===== config.mk =====
export PLATFORM = sky130hd
export DESIGN_NAME = multi_turn_angle_tracker_flat
export DESIGN_NICKNAME = d
export VERILOG_FILES = /design/src/rtl/core/mat_pkg.sv /design/src/rtl/core/mat_chan_if.sv /design/src/rtl/core/mat_track.sv /design/src/rtl/core/multi_turn_angle_tracker.sv /design/src/flat_wrapper.sv
export SDC_FILE = /design/constraint.sdc
export NUM_CORES = 2
export LEC_CHECK = 0
export BUFFER_PORTS_ARGS = -buffer_cell sky130_fd_sc_hd__buf_2
export CAP_MARGIN = 15
export CORE_ASPECT_RATIO = 1.75
export CORE_MARGIN = 2
export CORE_UTILIZATION = 35
export CTS_CLUSTER_SIZE = 20
export DETAILED_ROUTE_END_ITERATION = 6
export HOLD_SLACK_MARGIN = 0.03
export PLACE_DENSITY_LB_ADDON = 0.1
export SYNTH_ARGS = -nofsm -noshare
export SYNTH_HDL_FRONTEND = slang
export SYNTH_SLANG_ARGS = --single-unit
export TNS_END_PERCENT = 20

===== constraint.sdc =====
create_clock -name clock -period 7.9 [get_ports clock]
set_input_delay 0.395 -clock clock [delete_from_list [all_inputs] [get_ports clock]]
set_output_delay 0.395 -clock clock [all_outputs]
set_load 0.05 [all_outputs]

===== src/rtl/core/mat_pkg.sv =====
package mat_pkg;

   // Default build parameters
   localparam int AXES_DEF       = 6;
   localparam int COUNT_BITS_DEF = 12;
   localparam int TURN_BITS_DEF  = 16;

   // Fixed field widths
   localparam int MASK_W    = 6;
   localparam int GAIN_W    = 20;
   localparam int AXIS_W    = 3;
   localparam int RAW_W     = 12;
   localparam int TURNS_W   = 16;
   localparam int UNW_W     = 28;
   localparam int POS_W     = 32;
   localparam int CSR_DATA_W = GAIN_W;

   // Register reset values
   localparam logic [MASK_W-1:0] MASK_RESET = '0;
   localparam logic [GAIN_W-1:0] GAIN_RESET = 20'd65615;

   // Register indexes
   typedef enum logic {
      CSR_CONNECTED_MASK,
      CSR_POSITION_GAIN
   } csr_index_type;

   // Request commands
   typedef enum logic {
      CMD_CAPTURE,
      CMD_SAMPLE
   } cmd_type;

   // Quadrant codes; none means no sample seen yet
   typedef enum logic [2:0] {
      QUAD_NONE,
      QUAD_1,
      QUAD_2,
      QUAD_3,
      QUAD_4
   } quad_type;

   typedef struct packed {
      cmd_type           cmd;
      logic [AXIS_W-1:0] axis;
      logic [RAW_W-1:0]  raw_angle;
   } req_type;

   typedef struct packed {
      logic [AXIS_W-1:0]        axis_out;
      logic signed [TURNS_W-1:0] turns;
      logic signed [UNW_W-1:0]   unwrapped_count;
      logic signed [POS_W-1:0]   scaled_position;
   } rsp_type;

   // Tracker result toward the scaling stages
   typedef struct packed {
      logic                      emit;
      logic [AXIS_W-1:0]         axis;
      logic signed [TURNS_W-1:0] turns;
      logic signed [UNW_W-1:0]   unw;
   } trk_out_type;

endpackage


===== src/rtl/core/mat_chan_if.sv =====
interface mat_chan_if #(
   parameter type payload_type = logic
) ();
   logic        valid;
   logic        ready;
   payload_type payload;

   modport source (output valid, output payload, input ready);
   modport sink   (input valid, input payload, output ready);
endinterface


===== src/rtl/core/mat_track.sv =====
module mat_track #(
   parameter int AXES       = mat_pkg::AXES_DEF,
   parameter int COUNT_BITS = mat_pkg::COUNT_BITS_DEF,
   parameter int TURN_BITS  = mat_pkg::TURN_BITS_DEF
) (
   input  logic                        clock,
   input  logic                        reset,
   input  logic                        update,
   input  logic [mat_pkg::MASK_W-1:0]  connected_mask,
   input  mat_pkg::req_type            item,
   output mat_pkg::trk_out_type        result
);
   import mat_pkg::*;

   localparam int SEL_W     = (AXES > 1) ? $clog2(AXES) : 1;
   localparam int QUARTER_I = 1 << (COUNT_BITS - 2);
   localparam logic [COUNT_BITS:0] Q1 = (COUNT_BITS + 1)'(QUARTER_I);
   localparam logic [COUNT_BITS:0] Q2 = (COUNT_BITS + 1)'(2 * QUARTER_I);
   localparam logic [COUNT_BITS:0] Q3 = (COUNT_BITS + 1)'(3 * QUARTER_I);
   localparam logic signed [TURN_BITS-1:0] TURN_MAX = {1'b0, {(TURN_BITS - 1){1'b1}}};
   localparam logic signed [TURN_BITS-1:0] TURN_MIN = {1'b1, {(TURN_BITS - 1){1'b0}}};
   localparam logic signed [47:0] UNW_MAX48 = 48'sd134217727;
   localparam logic signed [47:0] UNW_MIN48 = -48'sd134217728;

   // Per-axis state
   logic [COUNT_BITS-1:0]       zero_ff [AXES];
   quad_type                    quad_ff [AXES];
   logic signed [TURN_BITS-1:0] turn_ff [AXES];

   logic [SEL_W-1:0]            idx;
   logic [7:0]                  mask_ext;
   logic                        axis_ok;
   logic [15:0]                 raw16;
   logic [COUNT_BITS-1:0]       raw_c;
   logic [COUNT_BITS-1:0]       corr;
   quad_type                    quad_new;
   quad_type                    quad_last;
   logic signed [TURN_BITS-1:0] turn_cur;
   logic signed [TURN_BITS-1:0] turn_new;
   logic signed [31:0]          turn32;
   logic signed [TURN_BITS+COUNT_BITS-1:0] unw_full;
   logic signed [47:0]          unw48;

   // Axis select and presence
   assign idx      = item.axis[SEL_W-1:0];
   assign mask_ext = 8'(connected_mask);
   assign axis_ok  = ({1'b0, item.axis} < 4'(AXES)) && mask_ext[item.axis];

   // Offset correction, quadrant and turn update
   always_comb begin
      raw16     = 16'(item.raw_angle);
      raw_c     = raw16[COUNT_BITS-1:0];
      corr      = raw_c - zero_ff[idx];
      quad_last = quad_ff[idx];
      turn_cur  = turn_ff[idx];
      if ({1'b0, corr} <= Q1) begin
         quad_new = QUAD_1;
      end else if ({1'b0, corr} <= Q2) begin
         quad_new = QUAD_2;
      end else if ({1'b0, corr} <= Q3) begin
         quad_new = QUAD_3;
      end else begin
         quad_new = QUAD_4;
      end
      turn_new = turn_cur;
      if (quad_new == QUAD_1 && quad_last == QUAD_4 && turn_cur != TURN_MAX) begin
         turn_new = turn_cur + 2'sd1;
      end
      if (quad_new == QUAD_4 && quad_last == QUAD_1 && turn_cur != TURN_MIN) begin
         turn_new = turn_cur - 2'sd1;
      end
   end

   // Unwrapped count, saturated to the output range
   always_comb begin
      turn32   = 32'(turn_new);
      unw_full = $signed({turn_new, corr});
      unw48    = 48'(unw_full);
      result.emit  = axis_ok && (item.cmd == CMD_SAMPLE);
      result.axis  = item.axis;
      result.turns = turn32[TURNS_W-1:0];
      if (unw48 > UNW_MAX48) begin
         result.unw = UNW_MAX48[UNW_W-1:0];
      end else if (unw48 < UNW_MIN48) begin
         result.unw = UNW_MIN48[UNW_W-1:0];
      end else begin
         result.unw = unw48[UNW_W-1:0];
      end
   end

   // State write on each request leaving the input register
   always_ff @(posedge clock) begin
      if (reset) begin
         for (int i = 0; i < AXES; i++) begin
            zero_ff[i] <= '0;
            quad_ff[i] <= QUAD_NONE;
            turn_ff[i] <= '0;
         end
      end else if (update && axis_ok) begin
         if (item.cmd == CMD_CAPTURE) begin
            zero_ff[idx] <= raw_c;
         end else begin
            quad_ff[idx] <= quad_new;
            turn_ff[idx] <= turn_new;
         end
      end
   end

   // A sample never moves the turn count by more than one
   assert property (@(posedge clock) disable iff (reset)
      update && axis_ok && item.cmd == CMD_SAMPLE
      |-> (turn_new == turn_cur) || (turn_new == turn_cur + 2'sd1)
          || (turn_new == turn_cur - 2'sd1))
      else $error("turn count stepped by more than one");

   // A capture leaves quadrant and turn state alone
   assert property (@(posedge clock) disable iff (reset)
      update && axis_ok && item.cmd == CMD_CAPTURE
      |=> quad_ff[$past(idx)] == $past(quad_last)
          && turn_ff[$past(idx)] == $past(turn_cur))
      else $error("capture changed tracking state");

   // Any sample leaves a real quadrant behind
   assert property (@(posedge clock) disable iff (reset)
      update && axis_ok && item.cmd == CMD_SAMPLE
      |=> quad_ff[$past(idx)] != QUAD_NONE)
      else $error("sample left no quadrant");

endmodule


===== src/rtl/core/multi_turn_angle_tracker.sv =====
// Multi-turn angle tracker for up to AXES absolute encoders. A capture
// request stores the raw count as that axis's zero and returns nothing; a
// sample request returns the axis, the saturated turn count, the unwrapped
// count (turns * 2^COUNT_BITS plus the offset-corrected count) and the
// position floor(unwrapped * position_gain / 2^16), saturated to 32 bits.
// Requests for axes that are absent or not set in connected_mask are
// dropped. One request is taken per clock unless every stage is full and
// rsp.ready is low; a result is offered once its request has passed the
// input register, the per-axis state update register, the registered gain
// multiply and the result register. Write the registers only while no
// request is in flight.
module multi_turn_angle_tracker #(
   parameter int AXES       = mat_pkg::AXES_DEF,
   parameter int COUNT_BITS = mat_pkg::COUNT_BITS_DEF,
   parameter int TURN_BITS  = mat_pkg::TURN_BITS_DEF
) (
   input  logic                          clock,
   input  logic                          reset,
   mat_chan_if.sink                      req,
   mat_chan_if.source                    rsp,
   input  logic                          csr_we,
   input  mat_pkg::csr_index_type        csr_index,
   input  logic [mat_pkg::CSR_DATA_W-1:0] csr_wdata
);
   import mat_pkg::*;

   localparam int PROD_W = UNW_W + GAIN_W + 1;
   localparam logic signed [PROD_W-17:0] POS_MAX = (PROD_W - 16)'(64'sd2147483647);
   localparam logic signed [PROD_W-17:0] POS_MIN = (PROD_W - 16)'(-64'sd2147483648);

   // Configuration registers
   logic [MASK_W-1:0] mask_ff;
   logic [GAIN_W-1:0] gain_ff;

   always_ff @(posedge clock) begin
      if (reset) begin
         mask_ff <= MASK_RESET;
         gain_ff <= GAIN_RESET;
      end else if (csr_we) begin
         unique case (csr_index)
            CSR_CONNECTED_MASK: mask_ff <= csr_wdata[MASK_W-1:0];
            CSR_POSITION_GAIN:  gain_ff <= csr_wdata[GAIN_W-1:0];
         endcase
      end
   end

   // Pipeline registers
   logic                      s1_v_ff;
   req_type                   s1_ff;
   logic                      s2_v_ff;
   trk_out_type               s2_ff;
   logic                      s3_v_ff;
   logic [AXIS_W-1:0]         s3_axis_ff;
   logic signed [TURNS_W-1:0] s3_turns_ff;
   logic signed [UNW_W-1:0]   s3_unw_ff;
   logic signed [PROD_W-1:0]  s3_prod_ff;
   logic                      out_v_ff;
   rsp_type                   out_ff;

   logic                      out_ready;
   logic                      s3_ready;
   logic                      s2_ready;
   logic                      s1_ready;
   logic                      s1_adv;
   trk_out_type               trk;
   logic signed [PROD_W-1:0]  prod_in;
   logic signed [PROD_W-17:0] pos_sh;
   logic signed [POS_W-1:0]   pos_in;

   // Stall chain: each stage moves when the next is empty or moving
   assign out_ready = !out_v_ff || rsp.ready;
   assign s3_ready  = !s3_v_ff || out_ready;
   assign s2_ready  = !s2_v_ff || s3_ready;
   assign s1_ready  = !s1_v_ff || s2_ready;
   assign s1_adv    = s1_v_ff && s2_ready;
   assign req.ready = s1_ready;

   // Per-axis offset, quadrant and turn tracking
   mat_track #(
      .AXES       (AXES),
      .COUNT_BITS (COUNT_BITS),
      .TURN_BITS  (TURN_BITS)
   ) u_track (
      .clock          (clock),
      .reset          (reset),
      .update         (s1_adv),
      .connected_mask (mask_ff),
      .item           (s1_ff),
      .result         (trk)
   );

   // Gain multiply and Q16 shift with saturation
   assign prod_in = $signed(s2_ff.unw) * $signed({1'b0, gain_ff});
   assign pos_sh  = s3_prod_ff[PROD_W-1:16];

   always_comb begin
      if (pos_sh > POS_MAX) begin
         pos_in = POS_MAX[POS_W-1:0];
      end else if (pos_sh < POS_MIN) begin
         pos_in = POS_MIN[POS_W-1:0];
      end else begin
         pos_in = pos_sh[POS_W-1:0];
      end
   end

   // Valid bits
   always_ff @(posedge clock) begin
      if (reset) begin
         s1_v_ff  <= 1'b0;
         s2_v_ff  <= 1'b0;
         s3_v_ff  <= 1'b0;
         out_v_ff <= 1'b0;
      end else begin
         if (s1_ready) s1_v_ff <= req.valid;
         if (s2_ready) s2_v_ff <= s1_adv && trk.emit;
         if (s3_ready) s3_v_ff <= s2_v_ff;
         if (out_ready) out_v_ff <= s3_v_ff;
      end
   end

   // Payload registers
   always_ff @(posedge clock) begin
      if (s1_ready) s1_ff <= req.payload;
      if (s2_ready) s2_ff <= trk;
      if (s3_ready) begin
         s3_axis_ff  <= s2_ff.axis;
         s3_turns_ff <= s2_ff.turns;
         s3_unw_ff   <= s2_ff.unw;
         s3_prod_ff  <= prod_in;
      end
      if (out_ready) begin
         out_ff.axis_out        <= s3_axis_ff;
         out_ff.turns           <= s3_turns_ff;
         out_ff.unwrapped_count <= s3_unw_ff;
         out_ff.scaled_position <= pos_in;
      end
   end

   assign rsp.valid   = out_v_ff;
   assign rsp.payload = out_ff;

   // Captures and dropped axes never reach the scaling stages
   assert property (@(posedge clock) disable iff (reset)
      s1_adv && s1_ff.cmd == CMD_CAPTURE |=> !s2_v_ff)
      else $error("capture request produced a result");

   // Request side stalls only with every stage full
   assert property (@(posedge clock) disable iff (reset)
      !req.ready |-> s1_v_ff && s2_v_ff && s3_v_ff && out_v_ff)
      else $error("request stalled with a free stage");

   // Reported axis is always one that exists
   assert property (@(posedge clock) disable iff (reset)
      rsp.valid |-> {1'b0, rsp.payload.axis_out} < 4'(AXES))
      else $error("result for a nonexistent axis");

endmodule


===== src/flat_wrapper.sv =====
// flat-port wrapper written by rule: the top's interface ports become plain ports
module multi_turn_angle_tracker_flat import mat_pkg::*;
#(
   parameter int AXES       = mat_pkg::AXES_DEF,
   parameter int COUNT_BITS = mat_pkg::COUNT_BITS_DEF,
   parameter int TURN_BITS  = mat_pkg::TURN_BITS_DEF
)
  (clock, reset, csr_we, csr_index, csr_wdata, req_valid, req_payload, req_ready, rsp_valid, rsp_payload, rsp_ready);
  mat_chan_if #(.payload_type(req_type)) req_i ();
  mat_chan_if #(.payload_type(rsp_type)) rsp_i ();
  input  logic clock;
  input  logic reset;
  input  logic csr_we;
  input  mat_pkg::csr_index_type csr_index;
  input  logic [mat_pkg::CSR_DATA_W-1:0] csr_wdata;
  input wire logic [$bits(req_i.valid)-1:0] req_valid;
  input wire logic [$bits(req_i.payload)-1:0] req_payload;
  output wire logic [$bits(req_i.ready)-1:0] req_ready;
  output wire logic [$bits(rsp_i.valid)-1:0] rsp_valid;
  output wire logic [$bits(rsp_i.payload)-1:0] rsp_payload;
  input wire logic [$bits(rsp_i.ready)-1:0] rsp_ready;
  assign req_i.valid = req_valid;
  assign req_i.payload = req_payload;
  assign req_ready = req_i.ready;
  assign rsp_valid = rsp_i.valid;
  assign rsp_payload = rsp_i.payload;
  assign rsp_i.ready = rsp_ready;
  multi_turn_angle_tracker #(.AXES(AXES), .COUNT_BITS(COUNT_BITS), .TURN_BITS(TURN_BITS)) u_core (.clock(clock), .reset(reset), .req(req_i), .rsp(rsp_i), .csr_we(csr_we), .csr_index(csr_index), .csr_wdata(csr_wdata));
endmodule

* After elaboration in Yosys (flattened, before gate mapping) *
Memory sizes are Yosys's and may differ from the RTL's. A register that Yosys moved wholly into a read port is not among the register bits.
Cells that the tools add are included.

storage, ports and cells
  flip-flop bits (word level) = 268
  memory bits (writable) = 186
  bits of input ports = 42
  output and inout bits = 81
  logic and storage cells = 96
  memories kept = 3

memory list
  memory                  words  width  rd ports  clocked after Yosys merged registers in  write ports  RTL line         RTL
  u_core.u_track.turn_ff  6      16     1         1                                        6            mat_track.sv:28  logic signed [TURN_BITS-1:0] turn_ff [AXES];
  u_core.u_track.zero_ff  6      12     1         1                                        6            mat_track.sv:26  logic [COUNT_BITS-1:0] zero_ff [AXES];
  u_core.u_track.quad_ff  6      3      1         1                                        6            mat_track.sv:27  quad_type quad_ff [AXES];

operators by class
  add/sub/neg operators = 3
  multipliers = 1
  magnitude comparators = 9
  equal/unequal tests = 6
  muxes and demuxes = 31
  bitwise logic cells = 1
  reduce and logical (&&, ||, !) cells = 22

operator list
  operator                                                                             count
  28-bit by 21-bit multiplier with 49-bit output                                       1
  16-bit two-way mux                                                                   3
  33-bit by 32-bit > comparator with 1-bit output (second input constant)              1
  33-bit by 32-bit < comparator with 1-bit output (second input constant)              1
  32-bit two-way mux                                                                   1
  16-bit inequality test (second input constant)                                       2
  3-bit two-way mux                                                                    10
  28-bit > comparator (second input constant)                                          1
  28-bit < comparator (second input constant)                                          1
  28-bit two-way mux                                                                   1
  12-bit less-or-equal comparator (second input constant)                              2
  16-bit by 2-bit adder with 16-bit output (second input constant)                     1
  16-bit OR reduction                                                                  1
  16-bit by 2-bit subtractor with 16-bit output (second input constant)                1
  1-bit two-way mux                                                                    14
  12-bit by 11-bit less-or-equal comparator with 1-bit output (second input constant)  1
  12-bit two-way mux                                                                   1
  12-bit OR reduction                                                                  1
  12-bit subtractor                                                                    1
  1-bit logical AND                                                                    9
  3-bit by 1-bit == test with 1-bit output (second input constant)                     2
  3-bit == test (second input constant)                                                2
  1-bit zero test                                                                      4
  1-bit logical OR                                                                     4
  6 further kinds                                                                      7

* Logic depth before layout (Yosys ltp) *
  depth after elaboration = 12
  mapped depth = 26
  gate-level depth less buffers = 24

* Modules after synthesis *
From an unflattened synthesis, not the netlist that was laid out.

unflattened totals
  cell total of the unflattened synthesis = 3446
  area, all modules = 39984.6 µm²

by module, submodules not included
  module                    instances  cells each  area each (µm²)  sequential area each (µm²)
  multi_turn_angle_tracker  1          2554        27826.7          7267.0
  mat_track                 1          892         12157.9          7447.1

* Worst setup path after synthesis *
Ideal clock, no wire load.

  path kind = register to register
  from = register u_core.gain_ff[12]
  to = register u_core.s3_prod_ff[48], data pin
  setup time = 0.258 ns
  arrival time = 6.584 ns
  required time = 7.642 ns
  slack = 1.059 ns
  cell stages (with the launch flop) = 25
  buffers on the path = 2
  period minus slack after synthesis = 6.841 ns
  path through = dfxtp_1 clkbuf_1 clkbuf_1 nand2_1 fa_1 inv_1 fa_1 fa_1 fa_1 fa_1 fa_1 inv_1 fa_1 inv_1 ha_1 a21o_1 a41oi_1 o21ai_0 a21oi_1 o22a_1 o31a_1 o31ai_1 o41a_1 a311o_1 xnor2_1

between the ends
  word-level cells in the longest chain between the ends = 1

RTL lines
  what                                            RTL line                         RTL
  start: declaration                              multi_turn_angle_tracker.sv:33   logic [GAIN_W-1:0] gain_ff;
  start signal: assignment                        multi_turn_angle_tracker.sv:42   CSR_POSITION_GAIN: gain_ff <= csr_wdata[GAIN_W-1:0];
  28-bit by 21-bit multiplier with 49-bit output  multi_turn_angle_tracker.sv:93   assign prod_in = $signed(s2_ff.unw) * $signed({1'b0, gain_ff});
  via u_core.prod_in[48]                          multi_turn_angle_tracker.sv:66   logic signed [PROD_W-1:0] prod_in;
  end signal: assignment                          multi_turn_angle_tracker.sv:129  s3_prod_ff <= prod_in;
  end: declaration                                multi_turn_angle_tracker.sv:56   logic signed [PROD_W-1:0] s3_prod_ff;

The timed path passes the listed nets, and every way through them passes these cells.
A chain may end at the register's enable or synchronous reset.

* Worst setup path in the final report *
  from = register u_core.s2_ff[5] (netlist bit)
  to = register u_core.s3_prod_ff[48], data pin

between the ends
  word-level cells in the longest chain between the ends = 1

RTL lines
  what                                            RTL line                         RTL
  start: declaration                              multi_turn_angle_tracker.sv:51   trk_out_type s2_ff;
  start signal: assignment                        multi_turn_angle_tracker.sv:124  if (s2_ready) s2_ff <= trk;
  28-bit by 21-bit multiplier with 49-bit output  multi_turn_angle_tracker.sv:93
  via u_core.prod_in[48]                          multi_turn_angle_tracker.sv:66

The timed path passes the listed nets, and every way through them passes these cells.

==> results.yml <==
sta:
  worstMarginPinSlew_ps: 1280
  skew_ps: 34.6
  final_hold_viol_count: 0
  period_minus_slack_ps: 7490
  setup_viol: 0
  fmax_mhz: 134
  maxSlewHeadroom_pct: 14.6
  setup_tns_ps: 0
  drv_slew: 0
  period_share_pct: 94.8
  rsz0062_at_grt: "false"
synthesis:
  synth-async-reset-ratio_pct: 0
  synth_top_cell_by_area: "edfxtp_1"
  synth-simple-area-share_pct: 13.5
  synth_seq_cells: 503
  post-synth-top-area-fraction_pct: 35.2
  syn_inst: 3495
  synth_area_um2: 40100
  synthXorXnorAreaFrac_pct: 1.06
  synth.area.top_cells: "edfxtp_1 (35%), fa_1 (28%), and2_1 (6.1%)"
  synth_adder_area_share_pct: 32.4
  synth_edf_count: 470
  yosysMostFrequentCell: "inv_1"
  ys_seq_area_share_pct: 36.8
  yosys_warnings: 0
  synth_cell_types: 75
  synth_top_family_by_area: "adder cells"
  synth_compound_area_share_pct: 4.24
  netlist_top_cells_count: "inv_1 (579), fa_1 (563), edfxtp_1 (470)"
  synth_mux_area_share_pct: 4.67
  synth_top_flop_cell: "edfxtp_1"
  synth_area_per_cell_um2: 11.5
clocking:
  cts_buffers: 51
  clock_sinks: 503
  path_clk_slew_ps: 70
  cts_root_buffer: "clkbuf_16"
  clock_path_buffers: 3
  cts_tree: "built"
  cts-htree-levels: 2
  insertion_delay_ps: 660
worst_setup_path:
  cp-end-kind: "flop"
  required_ps: 8300
  worst_setup_path_start_kind: "flop"
  cp_max_fo: 16
  worst-setup-path-type: "reg2reg"
  arrival_ps: 7880
finish:
  drive_gt1_share_pct: 11.2
  area_growth_pct: 12.3
  fin_nets: 4420
placed_design:
  port_buffers: 122
  hpwl_um: 85100
  gp_congestion: 0.835
run_status:
  status: "complete, no violations"
worst_hold_path:
  hp-class: "in2reg"
floorplan:
  core_um2: 114000
  initial_utilization_pct: 35.2
  die_width_um: 260
  die_area_um2: 118000
  ios: 123
  die_h_um: 452
  rows: 164
drt:
  ant_nets: 0
  vias: 24900
  firstDrtPassIters: 4
  totalWireLength_um: 111000
  drc: 0
  drtIter0Drc: 1064
  vias_per_cell: 4.77
  wl_per_cell_um: 21.3
global_route:
  grt_start_max_net_pins: 63
  grt_antenna_before_repair: 4
  grt_pass1_wl_um: 169000
  gr-total-overflow: 0
  first_global_vias: 27900
  grt_usage_pct: 19.4
flow_run:
  maxCapViolCount: 0
[routing by layer]
| layer | GRT usage, % | up-vias | routed length [um] |
|---|---|---|---|
| met3 | 1.80 | 176 | 2990 |
| met2 | 37.0 | 458 | 60400 |
| met4 | 7.54 | 0 | 4610 |
| li1 | - | 11500 | - |
| met1 | 22.0 | 12800 | 42900 |
| met5 | 0 | - | 0 |
[cell families after synthesis]
logic type,Yosys count
AO/OA/AOI/OAI,285
buffers and inverters,776
adder cells (fa/ha/maj),700
AND/OR/NAND/NOR,1075
multiplexers,108
flip-flops,503
other,1
XOR/XNOR,47
[registers in the layout, summed over array words and instances, names as in the netlist, 20 cells and up, named ones only]
signal / flops
u_core.u_track.zero_ff: 96
u_core.rsp.payload: 79
u_core.s3_unw_ff: 28
u_core.s2_ff: 47
u_core.gain_ff: 20
u_core.u_track.turn_ff: 128
u_core.u_track.quad_ff: 24
u_core.s3_prod_ff: 33
[through the flow]
stage                     cell area (um^2)  hold slack, ps  setup slack, ps  cells  util [%]
after floorplan                      40400             400             1060   3556         -
after global placement               43000             401              272   5087      37.7
after detailed placement             43000             405              229   5087      37.7
after CTS                            45100            34.5              239   5214      39.6
after global routing                 45100            39.7             6.83   5216      39.6
final                                45100            60.6              414   5218      39.6
[critical path, stage by stage, from the launching register on]
cell and delay [ps]:
edfxtp_1 880, and2_1 240, fa_1 410, inv_1 80, fa_1 430, fa_1 490, fa_1 540, inv_1 50
fa_1 390, fa_1 590, inv_1 70, fa_1 470, inv_1 40, ha_1 320, a21oi_1 180, o21ai_0 110
a21o_1 200, a21oi_1 210, a31o_2 240, o31a_1 200, o31ai_1 80, buf_4 140, o41a_1 370, a311o_1 350
xnor2_1 130
[placed cells by master (no fill, tap or decap), types with 34 or more instances in the layout]
cell       Yosys  routed
nor3_1        38      38
fa_1         563     563
and2_1       390     390
conb_1         1      62
a21oi_1      130     130
clkbuf_16      0      52
edfxtp_1     470     470
mux4_2        62      62
nand2_1      341     340
ha_1         137     137
buf_2         14     122
o21ai_0       65      65
nor2_1       170     170
mux2i_1       34      34
inv_1        579     578
buf_4          2     107
[cell type report]
class | instances | area, um^2
Clock inverter | 41 | 449
Sequential cell | 503 | 14800
Inverter | 580 | 2180
Fill cell | 11200 | 68800
Tap cell | 1494 | 1870
Multi-Input combinational cell | 2277 | 22700
Antenna cell | 4 | 10.0
Timing Repair Buffer | 265 | 1810
Clock buffer | 54 | 1310
[path summary, 6_finish.rpt]
path	slack, ps	endpoint	cells past startpoint	from
min reg2reg	420	u_core.rsp.payload[76]$_DFFE_PP_	0	u_core.s3_axis_ff[0]$_DFFE_PP_
max reg2reg	410	u_core.s3_prod_ff[48]$_DFFE_PP_	24	u_core.s2_ff[5]$_SDFFCE_PN1P_
min	60	u_core.gain_ff[4]$_SDFFE_PP0P_	3	csr_wdata[4]
max	410	u_core.s3_prod_ff[48]$_DFFE_PP_	24	u_core.s2_ff[5]$_SDFFCE_PN1P_
[repair_timing]
action / in CTS / in global routing
buffers inserted: 0 / 0
setup endpoints to repair: 0 / 1
endpoints found under the hold margin: 37 / 0
hold buffers: 32 / 0
gates resized for setup: 0 / 1
Power is not shown: default switching activity piles up to over one toggle a cycle in this logic, so the estimate is an artifact.
